File: src/afd_pkg.sv
package afd_pkg;

    // Item kinds carried on the input tuser.
    typedef enum logic [1:0]
    {
        OP_SAMPLE = 2'd0,
        OP_FAIL   = 2'd1,
        OP_TICK   = 2'd2,
        OP_TAKE   = 2'd3
    } afd_op_t;

    // Configuration register indexes.
    typedef enum logic [1:0]
    {
        REG_THRESHOLD = 2'd0,
        REG_HOLDOFF   = 2'd1,
        REG_MAX_ERR   = 2'd2,
        REG_UNUSED    = 2'd3
    } afd_reg_t;

    localparam int MG_W      = 12;   // signed milli-g, -2000..1999
    localparam int MG_SQ_W   = 22;   // square of one axis, up to 4000000
    localparam int MAG_W     = 24;   // sum of three squares
    localparam int HI_SQ_W   = 22;   // (1000 + threshold)^2
    localparam int LO_SQ_W   = 20;   // (1000 - threshold)^2
    localparam int RANGE_MG  = 2000;
    localparam int ONE_G_MG  = 1000;

    localparam logic [9:0]         RESET_THRESHOLD = 10'd600;
    localparam logic [15:0]        RESET_HOLDOFF   = 16'd250;
    localparam logic [7:0]         RESET_MAX_ERR   = 8'd20;
    localparam logic [HI_SQ_W-1:0] RESET_HI_SQ     = 22'd2560000;
    localparam logic [LO_SQ_W-1:0] RESET_LO_SQ     = 20'd160000;

    // Bit positions of the result word on the output tdata.
    localparam int OUT_TAKEN_BIT   = 0;
    localparam int OUT_SEEN_BIT    = 1;
    localparam int OUT_FIRED_BIT   = 2;
    localparam int OUT_RUNNING_BIT = 3;
    localparam int OUT_MAG_LSB     = 4;
    localparam int OUT_MAG_MSB     = OUT_MAG_LSB + MAG_W - 1;

    typedef struct packed
    {
        logic [HI_SQ_W-1:0] hi_sq;
        logic [LO_SQ_W-1:0] lo_sq;
        logic [15:0]        holdoff;
        logic [7:0]         max_errors;
    } afd_cfg_t;

    // Packed so that flap_taken sits in bit 0, padded to 32 bits.
    typedef struct packed
    {
        logic [3:0]       pad;
        logic [MAG_W-1:0] magnitude_sq;
        logic             sensor_running;
        logic             flap_fired;
        logic             flick_seen;
        logic             flap_taken;
    } afd_result_t;

endpackage

File: src/afd_lane.sv
module afd_lane #(
    parameter int RAW_BITS = 12
) (
    input  logic                         clk,
    input  logic                         en_conv,
    input  logic                         en_sq,
    input  logic [15:0]                  raw,
    output logic [afd_pkg::MG_SQ_W-1:0]  sq
);
    import afd_pkg::*;

    localparam int PROD_W = RAW_BITS + 11;

    logic [RAW_BITS-1:0]     biased;
    logic [PROD_W-1:0]       prod;
    logic [MG_W-1:0]         scaled;
    logic signed [MG_W:0]    mg_wide;
    logic signed [MG_W-1:0]  mg_reg;
    logic signed [2*MG_W-1:0] sq_full;
    logic [MG_SQ_W-1:0]      sq_reg;

    // Flipping the sign bit gives the offset-binary count, so the scale is unsigned.
    assign biased  = {~raw[15], raw[15-1 -: RAW_BITS-1]};
    assign prod    = PROD_W'(biased) * PROD_W'(RANGE_MG);
    assign scaled  = prod[RAW_BITS-1 +: MG_W];
    assign mg_wide = $signed({1'b0, scaled}) - $signed((MG_W+1)'(RANGE_MG));
    assign sq_full = mg_reg * mg_reg;

    always_ff @(posedge clk)
    begin
        if (en_conv)
        begin
            mg_reg <= mg_wide[MG_W-1:0];
        end
        if (en_sq)
        begin
            sq_reg <= sq_full[MG_SQ_W-1:0];
        end
    end

    assign sq = sq_reg;

endmodule

File: src/afd_merge.sv
module afd_merge (
    input  logic                          clk,
    input  logic                          rst_n,
    input  logic                          in_valid,
    input  afd_pkg::afd_op_t              op,
    input  logic [afd_pkg::MG_SQ_W-1:0]   sq_x,
    input  logic [afd_pkg::MG_SQ_W-1:0]   sq_y,
    input  logic [afd_pkg::MG_SQ_W-1:0]   sq_z,
    input  afd_pkg::afd_cfg_t             cfg,
    input  logic                          out_ready,
    output logic                          take,
    output logic                          out_valid,
    output afd_pkg::afd_result_t          result
);
    import afd_pkg::*;

    logic [MAG_W-1:0] mag_sum;
    logic             outside;
    logic [15:0]      holdoff_left_reg, holdoff_left_next;
    logic [7:0]       error_run_reg, error_run_next;
    logic             flap_waiting_reg, flap_waiting_next;
    logic             running_reg, running_next;
    logic             out_valid_reg, out_valid_next;
    afd_result_t      result_reg, result_next;

    assign take    = in_valid && (!out_valid_reg || out_ready);
    assign mag_sum = MAG_W'(sq_x) + MAG_W'(sq_y) + MAG_W'(sq_z);
    assign outside = (mag_sum > MAG_W'(cfg.hi_sq)) || (mag_sum < MAG_W'(cfg.lo_sq));

    always_comb
    begin
        holdoff_left_next = holdoff_left_reg;
        error_run_next    = error_run_reg;
        flap_waiting_next = flap_waiting_reg;
        running_next      = running_reg;
        result_next       = '0;
        out_valid_next    = out_valid_reg && !out_ready;

        if (take)
        begin
            out_valid_next = 1'b1;
            case (op)
                OP_SAMPLE:
                begin
                    if (running_reg)
                    begin
                        error_run_next           = '0;
                        result_next.magnitude_sq = mag_sum;
                        result_next.flick_seen   = outside;
                        if (outside && (holdoff_left_reg == '0))
                        begin
                            result_next.flap_fired = 1'b1;
                            flap_waiting_next      = 1'b1;
                            holdoff_left_next      = cfg.holdoff;
                        end
                    end
                end
                OP_FAIL:
                begin
                    if (running_reg)
                    begin
                        if (error_run_reg != 8'hFF)
                        begin
                            error_run_next = error_run_reg + 8'd1;
                        end
                        if (error_run_next >= cfg.max_errors)
                        begin
                            running_next = 1'b0;
                        end
                    end
                end
                OP_TICK:
                begin
                    if (holdoff_left_reg != '0)
                    begin
                        holdoff_left_next = holdoff_left_reg - 16'd1;
                    end
                end
                OP_TAKE:
                begin
                    result_next.flap_taken = flap_waiting_reg;
                    flap_waiting_next      = 1'b0;
                end
                default:
                begin
                    result_next = '0;
                end
            endcase
            result_next.sensor_running = running_next;
        end
    end

    always_ff @(posedge clk or negedge rst_n)
    begin
        if (!rst_n)
        begin
            holdoff_left_reg <= RESET_HOLDOFF;
            error_run_reg    <= '0;
            flap_waiting_reg <= 1'b0;
            running_reg      <= 1'b1;
            out_valid_reg    <= 1'b0;
        end
        else
        begin
            holdoff_left_reg <= holdoff_left_next;
            error_run_reg    <= error_run_next;
            flap_waiting_reg <= flap_waiting_next;
            running_reg      <= running_next;
            out_valid_reg    <= out_valid_next;
        end
    end

    always_ff @(posedge clk)
    begin
        if (take)
        begin
            result_reg <= result_next;
        end
    end

    assign out_valid = out_valid_reg;
    assign result    = result_reg;

endmodule

File: src/accel_flick_detector_core.sv
// Flick detector for a three-axis accelerometer stream.
//
// Input items arrive on the s_axis channel. tuser carries the item kind
// (sample, read failure, millisecond tick, take-flap request) and tdata
// carries the three left-aligned axis words, x in the lowest 16 bits.
// Every input item produces exactly one result item on m_axis.
// Configuration registers (threshold, holdoff, failure limit) are written
// through the cfg channel, which is always ready; write them only while
// the block is idle, since the threshold squares take one cycle to settle.
//
// Each axis runs in its own lane: conversion to milli-g, then a squarer,
// each behind a register. A merge stage adds the three squares, compares
// against the band and updates the holdoff, failure and flap state.
// The conversion register loads when an item is accepted, then the squarer
// register and then the result register load as each stage moves on, so
// the result is valid once the result register has loaded the item.
// The block sustains one item per cycle while m_axis keeps up.
// Reset restores the register defaults, arms the holdoff at 250 ticks and
// starts detection running. When m_axis stalls, the result register holds
// and the pipeline fills; s_axis_tready drops only when all stages are full.
module accel_flick_detector_core #(
    parameter int RAW_BITS = 12
) (
    input  logic        clk,
    input  logic        rst_n,
    input  logic        s_axis_tvalid,
    output logic        s_axis_tready,
    input  logic [47:0] s_axis_tdata,   // accel_x_raw, accel_y_raw, accel_z_raw
    input  logic [1:0]  s_axis_tuser,   // operation
    output logic        m_axis_tvalid,
    input  logic        m_axis_tready,
    output logic [31:0] m_axis_tdata,   // flap_taken, flick_seen, flap_fired,
                                        // sensor_running, magnitude_sq[23:0], zero pad
    input  logic        cfg_valid,
    output logic        cfg_ready,
    input  logic [1:0]  cfg_index,
    input  logic [15:0] cfg_data
);
    import afd_pkg::*;

    logic               p1_valid_reg, p2_valid_reg;
    afd_op_t            p1_op_reg, p2_op_reg;
    logic               adv1, adv2, adv3;
    logic [MG_SQ_W-1:0] sq_x, sq_y, sq_z;

    logic [9:0]         threshold_reg;
    logic [15:0]        holdoff_reg;
    logic [7:0]         max_errors_reg;
    logic [HI_SQ_W-1:0] hi_sq_reg;
    logic [LO_SQ_W-1:0] lo_sq_reg;
    logic [10:0]        hi_val;
    logic signed [10:0] lo_val;
    logic [21:0]        hi_prod;
    logic signed [21:0] lo_prod;
    afd_cfg_t           cfg;
    afd_result_t        result;

    // Pipeline control: a stage moves when the stage after it is free or moving.
    assign adv2          = p1_valid_reg && (!p2_valid_reg || adv3);
    assign s_axis_tready = !p1_valid_reg || adv2;
    assign adv1          = s_axis_tvalid && s_axis_tready;

    always_ff @(posedge clk or negedge rst_n)
    begin
        if (!rst_n)
        begin
            p1_valid_reg <= 1'b0;
            p2_valid_reg <= 1'b0;
        end
        else
        begin
            if (adv1 || adv2)
            begin
                p1_valid_reg <= adv1;
            end
            if (adv2 || adv3)
            begin
                p2_valid_reg <= adv2;
            end
        end
    end

    always_ff @(posedge clk)
    begin
        if (adv1)
        begin
            p1_op_reg <= afd_op_t'(s_axis_tuser);
        end
        if (adv2)
        begin
            p2_op_reg <= p1_op_reg;
        end
    end

    afd_lane #(.RAW_BITS(RAW_BITS)) u_lane_x
    (
        .clk     (clk),
        .en_conv (adv1),
        .en_sq   (adv2),
        .raw     (s_axis_tdata[15:0]),
        .sq      (sq_x)
    );

    afd_lane #(.RAW_BITS(RAW_BITS)) u_lane_y
    (
        .clk     (clk),
        .en_conv (adv1),
        .en_sq   (adv2),
        .raw     (s_axis_tdata[31:16]),
        .sq      (sq_y)
    );

    afd_lane #(.RAW_BITS(RAW_BITS)) u_lane_z
    (
        .clk     (clk),
        .en_conv (adv1),
        .en_sq   (adv2),
        .raw     (s_axis_tdata[47:32]),
        .sq      (sq_z)
    );

    // Configuration registers. Writes to an unlisted index are accepted and dropped.
    assign cfg_ready = 1'b1;

    always_ff @(posedge clk or negedge rst_n)
    begin
        if (!rst_n)
        begin
            threshold_reg  <= RESET_THRESHOLD;
            holdoff_reg    <= RESET_HOLDOFF;
            max_errors_reg <= RESET_MAX_ERR;
        end
        else if (cfg_valid && cfg_ready)
        begin
            case (afd_reg_t'(cfg_index))
                REG_THRESHOLD: threshold_reg  <= cfg_data[9:0];
                REG_HOLDOFF:   holdoff_reg    <= cfg_data;
                REG_MAX_ERR:   max_errors_reg <= cfg_data[7:0];
                default:       threshold_reg  <= threshold_reg;
            endcase
        end
    end

    // Band edges. The low edge goes negative for thresholds above one g and is
    // squared as a signed value.
    assign hi_val  = 11'(ONE_G_MG) + 11'(threshold_reg);
    assign lo_val  = $signed(11'(ONE_G_MG)) - $signed({1'b0, threshold_reg});
    assign hi_prod = 22'(hi_val) * 22'(hi_val);
    assign lo_prod = 22'(lo_val) * 22'(lo_val);

    always_ff @(posedge clk or negedge rst_n)
    begin
        if (!rst_n)
        begin
            hi_sq_reg <= RESET_HI_SQ;
            lo_sq_reg <= RESET_LO_SQ;
        end
        else
        begin
            hi_sq_reg <= hi_prod[HI_SQ_W-1:0];
            lo_sq_reg <= lo_prod[LO_SQ_W-1:0];
        end
    end

    assign cfg.hi_sq      = hi_sq_reg;
    assign cfg.lo_sq      = lo_sq_reg;
    assign cfg.holdoff    = holdoff_reg;
    assign cfg.max_errors = max_errors_reg;

    afd_merge u_merge
    (
        .clk       (clk),
        .rst_n     (rst_n),
        .in_valid  (p2_valid_reg),
        .op        (p2_op_reg),
        .sq_x      (sq_x),
        .sq_y      (sq_y),
        .sq_z      (sq_z),
        .cfg       (cfg),
        .out_ready (m_axis_tready),
        .take      (adv3),
        .out_valid (m_axis_tvalid),
        .result    (result)
    );

    assign m_axis_tdata = result;

endmodule

File: config.mk
export PLATFORM = sky130hd
export DESIGN_NAME = accel_flick_detector_core
export DESIGN_NICKNAME = d
export VERILOG_FILES = /design/src/afd_pkg.sv /design/src/afd_lane.sv /design/src/afd_merge.sv /design/src/accel_flick_detector_core.sv
export SDC_FILE = /design/constraint.sdc
export NUM_CORES = 2
export LEC_CHECK = 0
export BUFFER_PORTS_ARGS = -buffer_cell sky130_fd_sc_hd__buf_2
export CAP_MARGIN = 5
export CELL_PAD_IN_SITES_DETAIL_PLACEMENT = 1
export CELL_PAD_IN_SITES_GLOBAL_PLACEMENT = 1
export CORE_MARGIN = 4
export CORE_UTILIZATION = 55
export CTS_BUF_LIST = sky130_fd_sc_hd__clkbuf_4 sky130_fd_sc_hd__clkbuf_8 sky130_fd_sc_hd__clkbuf_16
export DETAILED_ROUTE_END_ITERATION = 8
export PLACE_DENSITY_LB_ADDON = 0.1
export RECOVER_POWER = 50
export REMOVE_ABC_BUFFERS = 1
export SYNTH_ARGS = -nofsm -noshare
export SYNTH_HDL_FRONTEND = slang
export SYNTH_SLANG_ARGS = --single-unit
export TNS_END_PERCENT = 5
File: constraint.sdc
create_clock -name clk -period 16.3 [get_ports clk]
set_input_delay 1.63 -clock clk [delete_from_list [all_inputs] [get_ports clk]]
set_output_delay 1.63 -clock clk [all_outputs]
set_load 0.05 [all_outputs]
* Word level (Yosys, flattened, before mapping)
Cells that the tools add are included.
** Operators by class
- Add/subtract/negate cells :: 9
- Multipliers :: 8
- Magnitude comparators :: 3
- Equality and inequality tests :: 10
- Multiplexer cells :: 19
- Bitwise gates (word level) :: 3
- Reduce and logical (&&, ||, !) cells :: 29
** Operator list (number)
- multiplier 12 x 12 -> 22 bit :: 3
- multiplier 12 x 7 -> 19 bit (second input constant) :: 3
- 2-to-1 mux 16 bit :: 3
- 2-to-1 mux 8 bit :: 6
- subtractor 12 x 11 -> 12 bit (second input constant) :: 3
- case mux 16 bit (2 select lines) :: 1
- adder 24 x 22 -> 24 bit :: 1
- > comparator 24 x 22 -> 1 bit :: 1
- less-than comparator 24 x 20 -> 1 bit :: 1
- adder 22 x 22 -> 23 bit :: 1
- multiplier 11 x 11 -> 22 bit :: 1
- multiplier 11 x 11 -> 20 bit :: 1
- logical NOT 16 bit :: 1
- case mux 8 bit (2 select lines) :: 1
- nonzero test 16 bit :: 1
- subtractor 16 x 1 -> 16 bit (second input constant) :: 1
- adder 10 x 10 -> 11 bit (first input constant) :: 1
- subtractor 10 x 10 -> 11 bit (first input constant) :: 1
- adder 8 x 1 -> 8 bit (second input constant) :: 1
- >= comparator 8 bit :: 1
- != test 2 x 1 -> 1 bit (second input constant) :: 4
- != test 8 bit (second input constant) :: 1
- AND reduction 2 bit :: 4
- AND reduction 4 bit :: 2
- 11 further kinds :: 37
** Storage, ports and cells
- Flip-flop bits (word level) :: 239
- Bits of input ports :: 73
- Output and inout port bits :: 35
- Logic and storage cells :: 106

* Depth between registers and ports, before layout
- Depth in word-level cells :: 9
- Gate-level depth with buffers :: 30
- Gate-level depth less buffers :: 29

* Cells and area by module
A second synthesis with hierarchy kept.
** Unflattened totals
- Cells, all modules :: 3964
- Area, all modules :: 38653.3 µm²
** By module, submodules not included
- accel_flick_detector_core :: times used 1, cells each 991, area an instance 9904.5 µm², sequential area each 1999.4 µm²
- afd_lane at u_lane_x :: times used 1, cells each 816, area an instance 7876.3 µm², sequential area each 991.0 µm²
- afd_lane at u_lane_y :: times used 1, cells each 791, area an instance 7736.2 µm², sequential area each 991.0 µm²
- afd_lane at u_lane_z :: times used 1, cells each 776, area an instance 7726.2 µm², sequential area each 991.0 µm²
- afd_merge :: times used 1, cells each 590, area an instance 5410.2 µm², sequential area each 1525.2 µm²

* Worst setup path after synthesis
Ideal clock, no wire load.
- Path kind :: reg2reg
- Start point :: register threshold_reg[0]
- End point :: register lo_sq_reg[19]
- Library setup time :: 0.080 ns
- Arrival :: 6.883 ns
- Data required time :: 16.220 ns
- Setup slack :: 9.338 ns
- Cell stages (with the launch flop) :: 24
- Path buffers :: 3
- Period minus slack after synthesis :: 6.962 ns
- Cell sequence :: dfrtp_1 -> clkbuf_1 -> inv_1 -> buf_1 -> ha_1 -> inv_1 -> o21ai_0 -> a21boi_0 -> and3_1 -> clkbuf_1 -> clkinv_1 -> nor2_1 -> fa_1 -> fa_1 -> fa_1 -> fa_1 -> fa_1 -> ha_1 -> or3_1 -> a211oi_1 -> nor3_1 -> or3_1 -> a21oi_1 -> xnor2_1
** On the way
- Cells in the longest elaborated chain, start to end :: 2
** RTL lines
- start, declared :: RTL line accel_flick_detector_core.sv:46 : logic [9:0] threshold_reg;
- start signal, assigned :: RTL line accel_flick_detector_core.sv:136 : REG_THRESHOLD: threshold_reg <= cfg_data[9:0];
- start signal, assigned :: RTL line accel_flick_detector_core.sv:139 : default: threshold_reg <= threshold_reg;
- subtractor 10 x 10 -> 11 bit :: RTL line accel_flick_detector_core.sv:147 : assign lo_val = $signed(11'(ONE_G_MG)) - $signed({1'b0, threshold_reg});
- multiplier 11 x 11 -> 20 bit :: RTL line accel_flick_detector_core.sv:149 : assign lo_prod = 22'(lo_val) * 22'(lo_val);
- via lo_prod[19] :: RTL line accel_flick_detector_core.sv:54 : logic signed [21:0] lo_prod;
- end signal, assigned :: RTL line accel_flick_detector_core.sv:161 : lo_sq_reg <= lo_prod[LO_SQ_W-1:0];
- end, declared :: RTL line accel_flick_detector_core.sv:50 : logic [LO_SQ_W-1:0] lo_sq_reg;
The timed path passes the listed nets, and every way through them passes these cells.
A chain may end at the register's enable or synchronous reset.

* Worst setup path in the final report
Same ends and word-level chain as after synthesis.

==> run metrics <==
Vias=between 20000 and 30000; max FFs per register=28; Worst Setup End Kind=flip-flop; PortBufs=90; H-tree depth=1; Starting Density=0.557; fin crit share=0.524; # IOs=around 110; number of global-route vias before repair=between 30000 and 40000; Final min period=8.53 ns; Clock Path Buffers=3; Netlist cell types=80; Hold Crit Class=flip-flop to flip-flop; post-CTS setup buffers=0; layout overhead on the synthesized area=6.11%; Seq cells post-synth=~230; clock tree from TritonCTS=done; Peak Freq=117 MHz; initial antenna violation count=0; most numerous cell in the Yosys netlist=inv_1; r2r setup slk=~7.8 ns; post-DR vias/cell=~5.5; max_cap viols=5; cell row count=95; critical path type=flip-flop to flip-flop; final hold vios=0; antenna-violating nets left=0; Worst Max-Slew Pin Slew=roughly 3.6 ns; # hold bufs at CTS=0; Pre-antenna DRT Iters=5; CTS-repair resized insts=0; setup TNS=0 ns; final net count=about 5000; drt total wl=about 88 mm; FILL cells=about 7500; global route total overflow=0; most frequent cells after synthesis=795 x inv_1, 611 x fa_1, 479 x ha_1, 218 x nand2_1, 198 x nor2_1; Post-synth EDFFs=about 130; Ys Warns=0; largest net degree at the start of global routing=66; Final setup viols=0; Die Ht=269 um; core box area=slightly below 70000 sq um; violated checks=capacitance limit, slew limit; Avg Inst Size Synth=10.0 sq um; drt wl/cell=around 19 um; DRT iter0 DRCs=just over 900; clk_lat worst skew=0.61 ns; Syn Inst Count=3739; Clk pin slew, worst setup/hold paths=0.06 ns; cell taking the most area after synthesis=fa_1; RSZ-0062 raised after global routing=false; DRC violations left=0; startpoint types=flip-flop; WP data arrival=~9.1 ns; overall routing resource usage=0.251; Sink Count=232; sequential share of the synthesized area=0.173; first-pass GRT wire length=152 mm; die width=269 um; top post-synthesis cells by area=fa_1 33%, ha_1 16%, edfxtp_1 10%, inv_1 8.0%, dfrtp_1 4.8%; post-synth top area share=0.326; Worst slew margin=-1.40; mapped cell area=roughly 38000 sq um; routability cong.=about 0.82; Post-synth ARST share=0.435; Final HPWL DP=around 74 mm; CP max FO=16; Num CTS Buffers=30; ys flop type=edfxtp_1; ANT cells=0; share of cells above drive strength 1=0.0612; worst clock skew=~0.03 ns; run status=finished, violations left; WP data required=between 15 and 20 ns; CTS Root Cell=clkbuf_16; Die ar.=72500 sq um; pins over their slew limit=around 220
## metrics by stage
step / util / hold WS [ns] / area, sq um / cells / worst slack, ns
finish: 0.591 / 0.434 / 39800 / 4696 / 7.77
CTS: 0.591 / 0.439 / 39900 / 4696 / 8.29
global route: 0.591 / 0.451 / 39800 / 4696 / 7.12
global placement: 0.577 / 0.412 / 38900 / 4640 / 8.33
floorplan: - / 0.400 / 37200 / 3665 / 9.58
detailed placement: 0.577 / 0.425 / 38900 / 4640 / 8.34
## cell usage in the layout, fill, tap and decap left out, types with 10 or more instances in the layout
master       n
a211oi_1    23
a21o_1      50
a21oi_1     97
a31oi_1     11
and2_1     163
and3_1      39
buf_2       87
clkbuf_16   30
dfrtp_1     72
dfstp_2     29
edfxtp_1   131
fa_1       611
ha_1       479
inv_1      795
mux2_2      34
nand2_1    218
nand2b_1    48
nand3_1     43
nand4_1     13
nor2_1     198
nor2b_1     29
nor3_1      46
nor4_1      10
o21a_1      20
o21ai_0     76
o21ai_1     12
o31ai_1     10
or3_1       19
xnor2_1    171
xor2_1      57
## area by class of cell
class / instances / area (sq um) / share of cell area
Tap cell: 873 / 1090 / 0.0274
Inverter: 803 / 3010 / 0.0757
Sequential cell: 232 / 6500 / 0.163
Multi-Input combinational cell: 2630 / 27700 / 0.696
Clock inverter: 13 / 105 / 0.00264
Clock buffer: 43 / 880 / 0.0221
Timing Repair Buffer: 102 / 514 / 0.0129
## per-layer routing
metal  routed length [um]  global-route usage
met2                47300               0.479
met3                 1810              0.0202
met1                36200               0.307
met4                 2680              0.0649
met5                    0                   0
## worst max-delay path, cell delays in order (launching register included)
cell and delay [ns]:
dfrtp_1 0.32, clkbuf_1 0.69, inv_1 0.09, clkbuf_1 0.48, ha_1 0.42, inv_1 0.06, o21ai_0 0.11, a21boi_0 0.43
and3_1 0.61, clkinv_1 0.47, nor2_1 0.42, fa_1 0.63, fa_1 0.60, fa_1 0.44, fa_1 0.53, fa_1 0.50
ha_1 0.25, or3_1 0.32, a211oi_1 0.27, nor3_1 0.12, or3_1 0.37, a21oi_1 0.19, xnor2_1 0.13
## logic make-up (layout without fill, tap and decap cells)
family,count (synthesis),after routing,synth area share
AOI/OAI and AO/OA,396,396,0.0713
xor gates and xnor gates,229,229,0.0536
adders and majority gates,1091,1091,0.486
buffers and inverters,881,961,0.0887
DFF,232,232,0.173
muxes,42,42,0.0124
other,2,6,0.000200
and+or+nand+nor,866,866,0.115
## worst paths after layout
path                                               from                           end  depth (start not counted)
max reg2reg                threshold_reg[0]$_DFFE_PN0P_       lo_sq_reg[19]$_DFF_PN0_                         22
max                        threshold_reg[0]$_DFFE_PN0P_       lo_sq_reg[19]$_DFF_PN0_                         22
max in group asynchronous                         rst_n  threshold_reg[2]$_DFFE_PN0P_                          2
min                              p1_op_reg[1]$_DFFE_PP_        p2_op_reg[1]$_DFFE_PP_                          0
min reg2reg                      p1_op_reg[1]$_DFFE_PP_        p2_op_reg[1]$_DFFE_PP_                          0
min in group asynchronous                         rst_n       lo_sq_reg[19]$_DFF_PN0_                          1
Power is not shown: default switching activity piles up to over one toggle a cycle in this logic, so the estimate is an artifact.
